==> config.mk <==
export PLATFORM = sky130hd
export DESIGN_NAME = swm_cell
export DESIGN_NICKNAME = d
export VERILOG_FILES = /design/src/rtl/core/swm_pkg.sv /design/src/rtl/core/swm_cell.sv
export SDC_FILE = /design/constraint.sdc
export NUM_CORES = 1
export LEC_CHECK = 0
export BUFFER_PORTS_ARGS = -buffer_cell sky130_fd_sc_hd__buf_2
export CORE_MARGIN = 2
export CORE_UTILIZATION = 41
export CTS_CLUSTER_DIAMETER = 100
export CTS_CLUSTER_SIZE = 14
export DETAILED_ROUTE_END_ITERATION = 6
export PLACE_DENSITY = 0.79
export SYNTH_ARGS = -nofsm -noshare
export SYNTH_HDL_FRONTEND = slang
export SYNTH_SLANG_ARGS = --single-unit
==> constraint.sdc <==
create_clock -name clk -period 3.4 [get_ports clk]
set_clock_uncertainty 0.2 [all_clocks]
set_input_delay 0.34 -clock clk [delete_from_list [all_inputs] [get_ports clk]]
set_output_delay 0.34 -clock clk [all_outputs]
set_load 0.02 [all_outputs]
==> src/rtl/core/swm_pkg.sv <==
// ----------------------------------------------------------------------------
// swm_pkg
// Shared types and constants for the sliding-window median core.
// ----------------------------------------------------------------------------
`default_nettype none

package swm_pkg;

  localparam int CFG_W = 7;

  // per-cycle command broadcast to every cell
  typedef struct packed {
    logic del;   // drop the oldest entry
    logic ins;   // insert the request's sample
  } swm_ctrl_t;

endpackage

`default_nettype wire

==> src/rtl/core/swm_cell.sv <==
// ----------------------------------------------------------------------------
// swm_cell
// One slot of the sorted window: holds a value and its age, and updates
// from its own contents and its two neighbors on delete and insert.
// ----------------------------------------------------------------------------
`default_nettype none

module swm_cell #(
  parameter int SAMPLE_WIDTH = 32,
  parameter int AGE_W        = 6,
  parameter int FILL_W       = 7,
  parameter int IDX          = 0
) (
  input  wire                           clk,
  input  swm_pkg::swm_ctrl_t            ctrl,
  input  wire signed [SAMPLE_WIDTH-1:0] sample,
  input  wire        [AGE_W-1:0]        oldest_age,
  input  wire        [FILL_W-1:0]       fill_cur,
  input  wire        [FILL_W-1:0]       fill_pd,
  input  wire                           shift_left,
  input  wire signed [SAMPLE_WIDTH-1:0] right_val,
  input  wire        [AGE_W-1:0]        right_age,
  input  wire signed [SAMPLE_WIDTH-1:0] left_pval,
  input  wire        [AGE_W-1:0]        left_page,
  input  wire                           left_pge,
  output logic                          hit,
  output logic signed [SAMPLE_WIDTH-1:0] pval,
  output logic       [AGE_W-1:0]        page,
  output logic                          pge,
  output logic signed [SAMPLE_WIDTH-1:0] val,
  output logic       [AGE_W-1:0]        age
);

  localparam logic [FILL_W-1:0] MY_IDX = FILL_W'(IDX);

  logic signed [SAMPLE_WIDTH-1:0] val_r, val_nxt;
  logic        [AGE_W-1:0]        age_r, age_nxt;

  // oldest entry of the current window
  assign hit = ctrl.del && (MY_IDX < fill_cur) && (age_r == oldest_age);

  // contents after the delete step
  assign pval = shift_left ? right_val : val_r;
  assign page = shift_left ? right_age : age_r;
  assign pge  = (MY_IDX < fill_pd) && (sample >= pval);

  always_comb begin
    val_nxt = val_r;
    age_nxt = age_r;
    if (ctrl.ins) begin
      if (pge) begin
        val_nxt = pval;
        age_nxt = page + AGE_W'(1);
      end else if (left_pge) begin
        val_nxt = sample;
        age_nxt = '0;
      end else begin
        val_nxt = left_pval;
        age_nxt = left_page + AGE_W'(1);
      end
    end else if (ctrl.del) begin
      val_nxt = pval;
      age_nxt = page;
    end
  end

  always_ff @(posedge clk) begin
    val_r <= val_nxt;
    age_r <= age_nxt;
  end

  assign val = val_r;
  assign age = age_r;

endmodule

`default_nettype wire

==> results.md, run 1 <==
- Die Span Y: 97.80 um
- Routed WL: 10650 um
- Fin area: 0.004967 mm^2
- EDFF count, synth: 38
- Initial core utilization: 0.4177
- Final hold vios: 0
- Critical-path maximum fanout: 18
- Vias: 3599
- Port bufs: 210
- Hold Buf Count CTS: 0
- Mapped Cells: 370
- Synth top area share: 0.3163
- 1st-pass router iterations: 6
- Most frequent cell after synthesis: mux2i_1
- Via/cell ratio: 5.246
- Worst VDD drop: 259.1 uV
- Largest net degree at the start of global routing: 39
- Global-route wire length before repair: 16880 um
- Req. time, crit path: 2.86 ns
- Count of pins over their slew limit: 0
- Syn_nets: 537
- Met1 usage: 0.2582
- Synth area leader: edfxtp_1
- Layout area overhead: 37.70%
- GRT busiest layer: met2
- Layout cells sized above 1: 0.4689
- Setup TNS: 0 ns
- Syn Area/Cell: 9.749 um^2
- Clk slew on worst S/H paths: 0.08 ns
- Syn. warnings: 0
- Asr flop ratio synth: 0
- Die area: 0.009565 mm^2
- Critical path origin: shift_left
- # fillers: 793
- # IOs: 211
- Initial drt markers: 113
- Min-delay src: left_pval[28]
- Worst Reg-to-Reg Cells: 12
- Predominant post-synthesis flop cell: edfxtp_1
- Status: completed
- Area after DPL: 0.004800 mm^2
- CTS tree: built
- Clk_lat worst skew: 0.29 ns
- Top post-synthesis cells by area: edfxtp_1 32%, mux2i_1 19%, ha_1 12%, a21oi_2 7.3%, a21oi_1 6.9%
- Grt ovf: 0
- Initial antenna violation count: 0
- GR Util All Layers: 0.2136
- CTS root buf: clkbuf_8
- # DRC: 0
- Final std cells w/o fill: 686
- Cell Pwr Density: 570.0 mW/mm^2
- WL/cell: 15.53 um
- Diode count: 0
- HPWL after DPL: 8433 um
- Maximum Capacitance Violations: 0
- Crit path arrival time: 2.72 ns
- Crit Path Category: primary input to output port
- Met2 Use GR: 0.3963
- Die X: 97.80 um
- Sink Count: 38
- Max Freq: 307.0 MHz
- Rows: 34
- Period utilisation layout: 0.9579
- Final net count: 744
- ANT nets after route: 0
- Reg2Reg Launch Point: val[30]$_DFFE_PP_
- Netlist Area Pre-Place: 0.003607 mm^2
- Met3 GRT Util: 0.03508
- # placed instances: 674
- Leak: 2.538 nW
- Crit path launch type: primary input
- Worst hold path type: primary input to register
- Relative slew slack: 0.2384
- Worst-Margin Slew: 1.142 ns
- Final Setup Violations: 0
- CP Capture Type: output port
- Vias in the first global route: 3595
- Hold path cells: 3
- Synth unique cells: 38
- Synth Register Bits: 38
- Max Root-Sink Buffers: 2
- Core area: 0.008636 mm^2
- Post-synth top cells: 68 x mux2i_1, 50 x a21oi_1, 38 x edfxtp_1
- Placer congestion estimate: 0.8465
- Clock period minus worst slack: 3.257 ns
- H-Tree Level Count: 2
- Sequential area share after synthesis: 0.3163
- Total CTS buffers: 5
[final cells by class]
class                           count  area, um^2  share of cell area
Multi-Input combinational cell    273        2225              0.4479
Timing Repair Buffer              222        1221              0.2458
Tap cell                          108       135.1             0.02720
Sequential cell                    38        1141              0.2297
Clock buffer                        7       76.32             0.01537
Clock inverter                      1       30.03            0.006045
Inverter                           37       138.9             0.02796
[report_power, final]
part           total, mW  internal, mW  switching, mW
clock              0.389         0.220          0.169
sequential         0.800         0.713         0.0872
combinational       1.64         0.661          0.981
[worst paths after layout]
check	end	slack, ns
worst max-delay path	pge	0.14
worst min register to register	val[1]$_DFFE_PP_	0.55
worst max register to register	age[0]$_DFFE_PP_	0.25
worst min-delay path	val[28]$_DFFE_PP_	0.23
[worst max-delay path: stages]
cell	delay [ns]
buf_2	0.11
buf_12	0.18
mux2i_1	0.25
ha_1	0.28
a21oi_1	0.16
o21ai_0	0.11
a221o_1	0.33
a211oi_2	0.23
xor2_1	0.26
o21ai_4	0.10
buf_12	0.16
inv_1	0.05
buf_2	0.15
[cell usage in the layout, fill, tap and decap left out, types with 2 or more instances in the layout]
master,n
nand2_1,14
nand4_1,4
nor4_1,2
and4_1,3
and3_1,2
a21oi_1,49
buf_2,210
inv_1,37
xnor2_1,7
a21o_1,6
mux2i_1,67
mux2_2,5
nor2_1,11
a22oi_1,2
buf_4,6
edfxtp_1,38
nor3_1,2
a21oi_2,31
a32oi_1,2
nand3_1,7
clkbuf_8,5
clkbuf_1,2
ha_1,34
buf_12,5
xor2_1,4
o21ai_0,7
[cells by family (layout without fill, tap and decap cells)]
logic type,Yosys count,after routing,synth area share
AOI/OAI and AO/OA,103,103,0.1866
adders and majority gates,34,34,0.1179
xor gates and xnor gates,11,11,0.02671
and+or+nand+nor,52,52,0.07389
DFF,38,38,0.3163
buffers and inverters,59,267,0.07423
muxes,73,73,0.2043
[sequential cells by signal, indices dropped and copies added (netlist names)]
register,count
val,32
age,6
[metrics by stage]
step	hold WS (ns)	setup slack [ns]	util	total power, mW
after floorplan	0.4181	0.05892	-	1.857
after global placement	0.5118	0.0002816	0.5558	2.337
after detailed placement	0.5226	-0.04718	0.5558	2.383
after CTS	0.2126	0.003129	0.5681	2.776
after global routing	0.2223	-0.01271	0.5752	3.010
final	0.2273	0.1430	0.5752	2.831
[per-layer routing]
layer,wire (um),share of wire
met2,5316,0.50
met3,661,0.062
met4,165,0.015
met1,4507,0.42
met5,0,0
[timing repair]
item                       CTS  global route
gates resized for setup      0             4
buffers inserted             0             3
setup endpoints to repair    0             1
(Power assumes the default switching activity.)
==> run 2, diff against run 1 <==
Settings changed: CELL_PAD_IN_SITES_DETAIL_PLACEMENT set to 0, CELL_PAD_IN_SITES_GLOBAL_PLACEMENT set to 1, CORE_UTILIZATION 41 to 29, PLACE_DENSITY 0.79 to not set, PLACE_DENSITY_LB_ADDON set to 0.1.
==> run 2 against run 1 <==
Against the previous run: hold slack better by 0.0050 ns; combinational power about the same; cell area up 3.0%; final cell count up 9.3%; critical endpoint unchanged; fmax up 0.66%.
==> results.md, run 2 (synthesized netlist as in run 1, its figures left out) <==
- Sw frac: 0.4354 (-0.001790)
- CTS root buf: clkbuf_16
- Die area: 0.01335 mm^2 (+40%)
- Hold Buf Count CTS: 0 (unchanged)
- Final net count: 749 (+0.67%)
- Diode count: 0 (unchanged)
- Final hold vios: 0 (unchanged)
- Clk_lat worst skew: 0.28 ns (about the same)
- Port bufs: 210 (unchanged)
- Grt ovf: 0 (unchanged)
- Worst Reg-to-Reg Cells: 12 (unchanged)
- Layout area overhead: 41.80%
- Reg2Reg Launch Point: val[30]$_DFFE_PP_
- Initial drt markers: 125 (+11%)
- R2R setup slack: 0.27 ns (+0.02 ns)
- Vias: 3521 (-2.2%)
- Placer congestion estimate: 0.7602 (-10%)
- Core area: 0.01206 mm^2 (+40%)
- Seq pwr share: 0.276 (-0.006)
- Crit path arrival time: 2.70 ns (-0.02 ns)
- Setup TNS: 0 ns (unchanged)
- Critical-path maximum fanout: 8 (-10)
- ANT nets after route: 0 (unchanged)
- Worst VDD drop: 232.1 uV (-10%)
- Gate power share: 0.568 (-0.012)
- Min-delay src: left_pval[16]
- Via/cell ratio: 4.695 (-11%)
- Global-route wire length before repair: 17840 um (+5.7%)
- Commonest cells after routing, fill and taps aside: 209 x buf_2, 64 x mux2i_1, 49 x a21oi_1, 38 x edfxtp_1, 37 x inv_1
- Leak: 2.564 nW (+1.0%)
- Clk pwr share: 0.156 (+0.019)
- Initial antenna violation count: 3 (+3)
- Crit path launch type: register
- Worst hold path type: primary input to register
- HPWL after DPL: 9699 um (+15%)
- Hold path cells: 3 (unchanged)
- WL/cell: 16.07 um (+3.5%)
- H-Tree Level Count: 2 (unchanged)
- Relative slew slack: 0.6082 (+0.3698)
- Max Freq: 309.0 MHz (+0.66%)
- Hold worst-path end: val[16]$_DFFE_PP_
- Status: completed
- Int Power: 1.630 mW (+2.3%)
- P_sw: 1.257 mW (+1.6%)
- Clock period minus worst slack: 3.236 ns (-0.02122 ns)
- RSZ-0062 raised after global routing: no
- # DRC: 0 (unchanged)
- Most common cell after layout, fill and taps aside: buf_2
- 1st-pass router iterations: 4 (-2)
- Crit Path Category: register to output port
- CTS tree: built
- Vias in the first global route: 3547 (-1.3%)
- Minimum hold slack: 0.2323 ns (+0.004951 ns)
- Crit Reg-Reg Endpoint: val[14]$_DFFE_PP_
- Routed WL: 12060 um (+13%)
- Sink Count: 38 (unchanged)
- CP Capture Type: output port
- Final Setup Violations: 0 (unchanged)
- Cell Pwr Density: 564.6 mW/mm^2 (-0.95%)
- Largest net degree at the start of global routing: 46 (+18%)
- Clk slew on worst S/H paths: 0.06 ns (-0.02 ns)
- Die Span Y: 115.5 um (+18%)
- Maximum Capacitance Violations: 0 (unchanged)
- Total CTS buffers: 5 (unchanged)
- Period utilisation layout: 0.9517 (-0.006241)
- Die X: 115.5 um (+18%)
- Req. time, crit path: 2.86 ns (about the same)
- Count of pins over their slew limit: 0 (unchanged)
- Max Root-Sink Buffers: 2 (unchanged)
- GR Util All Layers: 0.1719 (-0.04175)
- Rows: 40 (+18%)
- Max reg flops: 32 (unchanged)
- Worst-Margin Slew: 0.5877 ns (-0.5547 ns)
- Layout cells sized above 1: 0.4777 (+0.008805)
- Initial core utilization: 0.2991 (-0.1186)
- # IOs: 211 (unchanged)
## run 2: layer usage
layer,GRT usage,up-vias,wire (um)
li1,-,1771,-
met1,0.2139,1591,5226
met2,0.3010,148,5826
met3,0.04289,9,904
met4,0.03695,2,84
met5,0,-,13
## run 2: cell type report
type	instances	area (um^2)
fill	1239	6947
multi-input combinational	273	2236
timing repair buffer	227	1256
sequential	38	1141
tap	168	210.2
inverter	37	138.9
clock buffer	7	132.6
## run 2: power by group through the flow
stage	clock [mW]	combinational [mW]	sequential, mW
floorplan	0	0.884	0.973
global placement	0	1.62	0.801
detailed placement	0	1.63	0.805
CTS	0.467	1.64	0.797
global route	0.481	1.79	0.814
finish	0.450	1.64	0.798
## run 2: timing repair
item | 4_1_cts | 5_1_grt
gates cloned | 0 | 0
setup buffers | 1 | 0
gates resized for setup | 0 | 7
setup endpoints to repair | 1 | 2
pin swaps | 1 | 2
## run 2: worst max-delay path, cell delays in order (launching register included)
cell      delay (ns)
edfxtp_1        0.40
mux2i_2         0.23
ha_1            0.30
a21oi_1         0.15
nand2_1         0.07
a221o_1         0.35
a211oi_2        0.21
xor2_1          0.26
o21ai_4         0.08
buf_4           0.16
inv_1           0.05
buf_2           0.15
## run 2: per-stage QoR
step / cell area (um^2) / total power [mW] / worst slack (ns) / std cells / utilization
floorplan: 3610 / 1.857 / 0.05892 / 370 / -
global placement: 4947 / 2.423 / -0.06155 / 742 / 0.4102
detailed placement: 4947 / 2.435 / -0.1097 / 742 / 0.4102
CTS: 5087 / 2.908 / 0.03785 / 750 / 0.4218
global route: 5115 / 3.082 / 0.01138 / 750 / 0.4241
finish: 5115 / 2.888 / 0.1642 / 750 / 0.4241
## run 2: how the worst max path moves through the flow
stage | start | end | slack (ns) | cells after the start
floorplan | shift_left | pge | 0.06 | 13
global placement | shift_left | val[25]$_DFFE_PP_ | -0.06 | 13
detailed placement | shift_left | val[21]$_DFFE_PP_ | -0.11 | 13
CTS | shift_left | pge | 0.04 | 13
global route | val[30]$_DFFE_PP_ | pge | 0.01 | 11
finish | val[30]$_DFFE_PP_ | pge | 0.16 | 11
==> run 3, diff against run 2 <==
Settings changed: BUFFER_PORTS_ARGS -buffer_cell sky130_fd_sc_hd__buf_2 to -buffer_cell sky130_fd_sc_hd__buf_4, SETUP_SLACK_MARGIN set to 0.2.
==> run 3 against run 2 <==
Against the previous run: global-route usage increased by 0.24 points; critical path depth unchanged; wire length increased by 4.4%; hold slack improved by 0.0019 ns; utilization increased by 6.6 points; critical path type unchanged; non-clock buffer count increased by 1; register-to-register slack about the same.
==> results.md, run 3 (synthesized netlist as in run 1, its figures left out) <==
- Status: completed
- Worst hold path type: primary input to register
- Crit path launch type: register
- Hold Buf Count CTS: 0 (unchanged)
- Worst-Margin Slew: 1.035 ns (+0.4478 ns)
- Cell Pwr Density: 561.9 mW/mm^2 (-0.47%)
- Routed WL: 12580 um (+4.4%)
- Die X: 115.5 um (unchanged)
- Final hold vios: 0 (unchanged)
- Req. time, crit path: 2.86 ns (about the same)
- Design Power: 3.321 mW (+15%)
- Layout cells sized above 1: 0.5283 (+0.05064)
- H-Tree Level Count: 2 (unchanged)
- Diode count: 0 (unchanged)
- Max Freq: 319.3 MHz (+3.3%)
- Vias: 3571 (+1.4%)
- ANT nets after route: 0 (unchanged)
- Final net count: 750 (+0.13%)
- RSZ-0062 raised after global routing: yes
- CP Capture Type: output port
- Grt ovf: 0 (unchanged)
- Worst VDD drop: 229.0 uV (-1.3%)
- Clk slew on worst S/H paths: 0.06 ns (about the same)
- Relative slew slack: 0.3097 (-0.2985)
- Leak: 2.805 nW (+9.4%)
- Initial drt markers: 121 (-3.2%)
- HPWL after DPL: 9290 um (-4.2%)
- Die Span Y: 115.5 um (unchanged)
- Setup TNS: 0 ns (unchanged)
- Sink Count: 38 (unchanged)
- Critical-path maximum fanout: 2 (-6)
- Crit Path Category: register to output port
- Count of pins over their slew limit: 0 (unchanged)
- # IOs: 211 (unchanged)
- Initial core utilization: 0.2991 (unchanged)
- Initial antenna violation count: 0 (-3)
- Die area: 0.01335 mm^2 (unchanged)
- 1st-pass router iterations: 4 (unchanged)
- Global-route wire length before repair: 18110 um (+1.5%)
- CTS root buf: clkbuf_16
- Maximum Capacitance Violations: 0 (unchanged)
- Via/cell ratio: 4.755 (+1.3%)
- Period utilisation layout: 0.9213 (-0.03045)
- Commonest cells after routing, fill and taps aside: 215 x buf_4, 61 x mux2i_1, 49 x a21oi_2, 38 x edfxtp_1, 36 x inv_1
- Core area: 0.01206 mm^2 (unchanged)
- Post-route setup slack: 0.2677 ns (+0.1035 ns)
- Port bufs: 210 (unchanged)
- Dpl ws: 0.02838 ns (+0.1380 ns)
- Most common cell after layout, fill and taps aside: buf_4
- Largest net degree at the start of global routing: 47 (+2.2%)
- Clk_lat worst skew: 0.28 ns (about the same)
- WL/cell: 16.75 um (+4.2%)
- GR Util All Layers: 0.1743 (+0.002369)
- Vias in the first global route: 3569 (+0.62%)
- Rows: 40 (unchanged)
- # DRC: 0 (unchanged)
- Placer congestion estimate: 0.7626 (+0.32%)
- Clock period minus worst slack: 3.132 ns (-0.1035 ns)
- Total CTS buffers: 5 (unchanged)
- Layout area overhead: 63.86%
- Max Root-Sink Buffers: 2 (unchanged)
- Crit path arrival time: 2.59 ns (-0.11 ns)
- CTS tree: built
- Final Setup Violations: 0 (unchanged)
- Max reg flops: 32 (unchanged)
run 3: timing repair:
action,4_1_cts,5_1_grt
setup buffers,3,3
pin swaps,6,9
gates cloned,1,4
endpoints found under the setup margin,1,34
gates resized for setup,5,42
run 3: through the flow:
| step | hold WS (ns) | instance area, um^2 | instances | util |
|---|---|---|---|---|
| final | 0.2342 | 5911 | 751 | 0.4900 |
| after global routing | 0.2415 | 5911 | 751 | 0.4900 |
| after CTS | 0.2308 | 5595 | 744 | 0.4639 |
| after detailed placement | 0.5192 | 5393 | 733 | 0.4471 |
| after global placement | 0.5090 | 5393 | 733 | 0.4471 |
| after floorplan | 0.4181 | 3626 | 370 | - |
run 3: power breakdown:
group / switching [mW] / internal (mW)
sequential: 0.0933 / 0.715
combinational: 1.10 / 0.963
clock: 0.182 / 0.269
run 3: final timing paths:
path	from	endpoint	slack (ns)	cells after the start
worst min register to register	val[17]$_DFFE_PP_	val[17]$_DFFE_PP_	0.56	4
worst min-delay path	left_pval[26]	val[26]$_DFFE_PP_	0.23	3
worst max-delay path	val[23]$_DFFE_PP_	pge	0.27	11
worst max register to register	val[23]$_DFFE_PP_	val[5]$_DFFE_PP_	0.27	12
run 3: layer usage:
metal,track usage,part of all wire,vias up
met5,0,0,-
met4,0.03855,0.014,0
met3,0.03347,0.069,12
met2,0.3064,0.49,134
met1,0.2215,0.43,1648
li1,-,-,1777
run 3: area by class of cell:
class                   instances  area (um^2)
well taps                     168        210.2
repair buffers                228         1876
clock buffers                   7        132.6
flip-flops and latches         38         1141
multi-input cells             273         2410
inverters                      37        141.4
fillers                      1193         6151
run 3: critical path, cell delays in order, from the launching register on:
cell,delay [ns]
edfxtp_1,0.43
mux2i_4,0.16
ha_1,0.27
a21oi_1,0.17
o21ai_1,0.09
a221o_1,0.34
a211oi_2,0.27
xor2_2,0.13
o21ai_4,0.19
buf_12,0.13
inv_4,0.03
buf_6,0.11
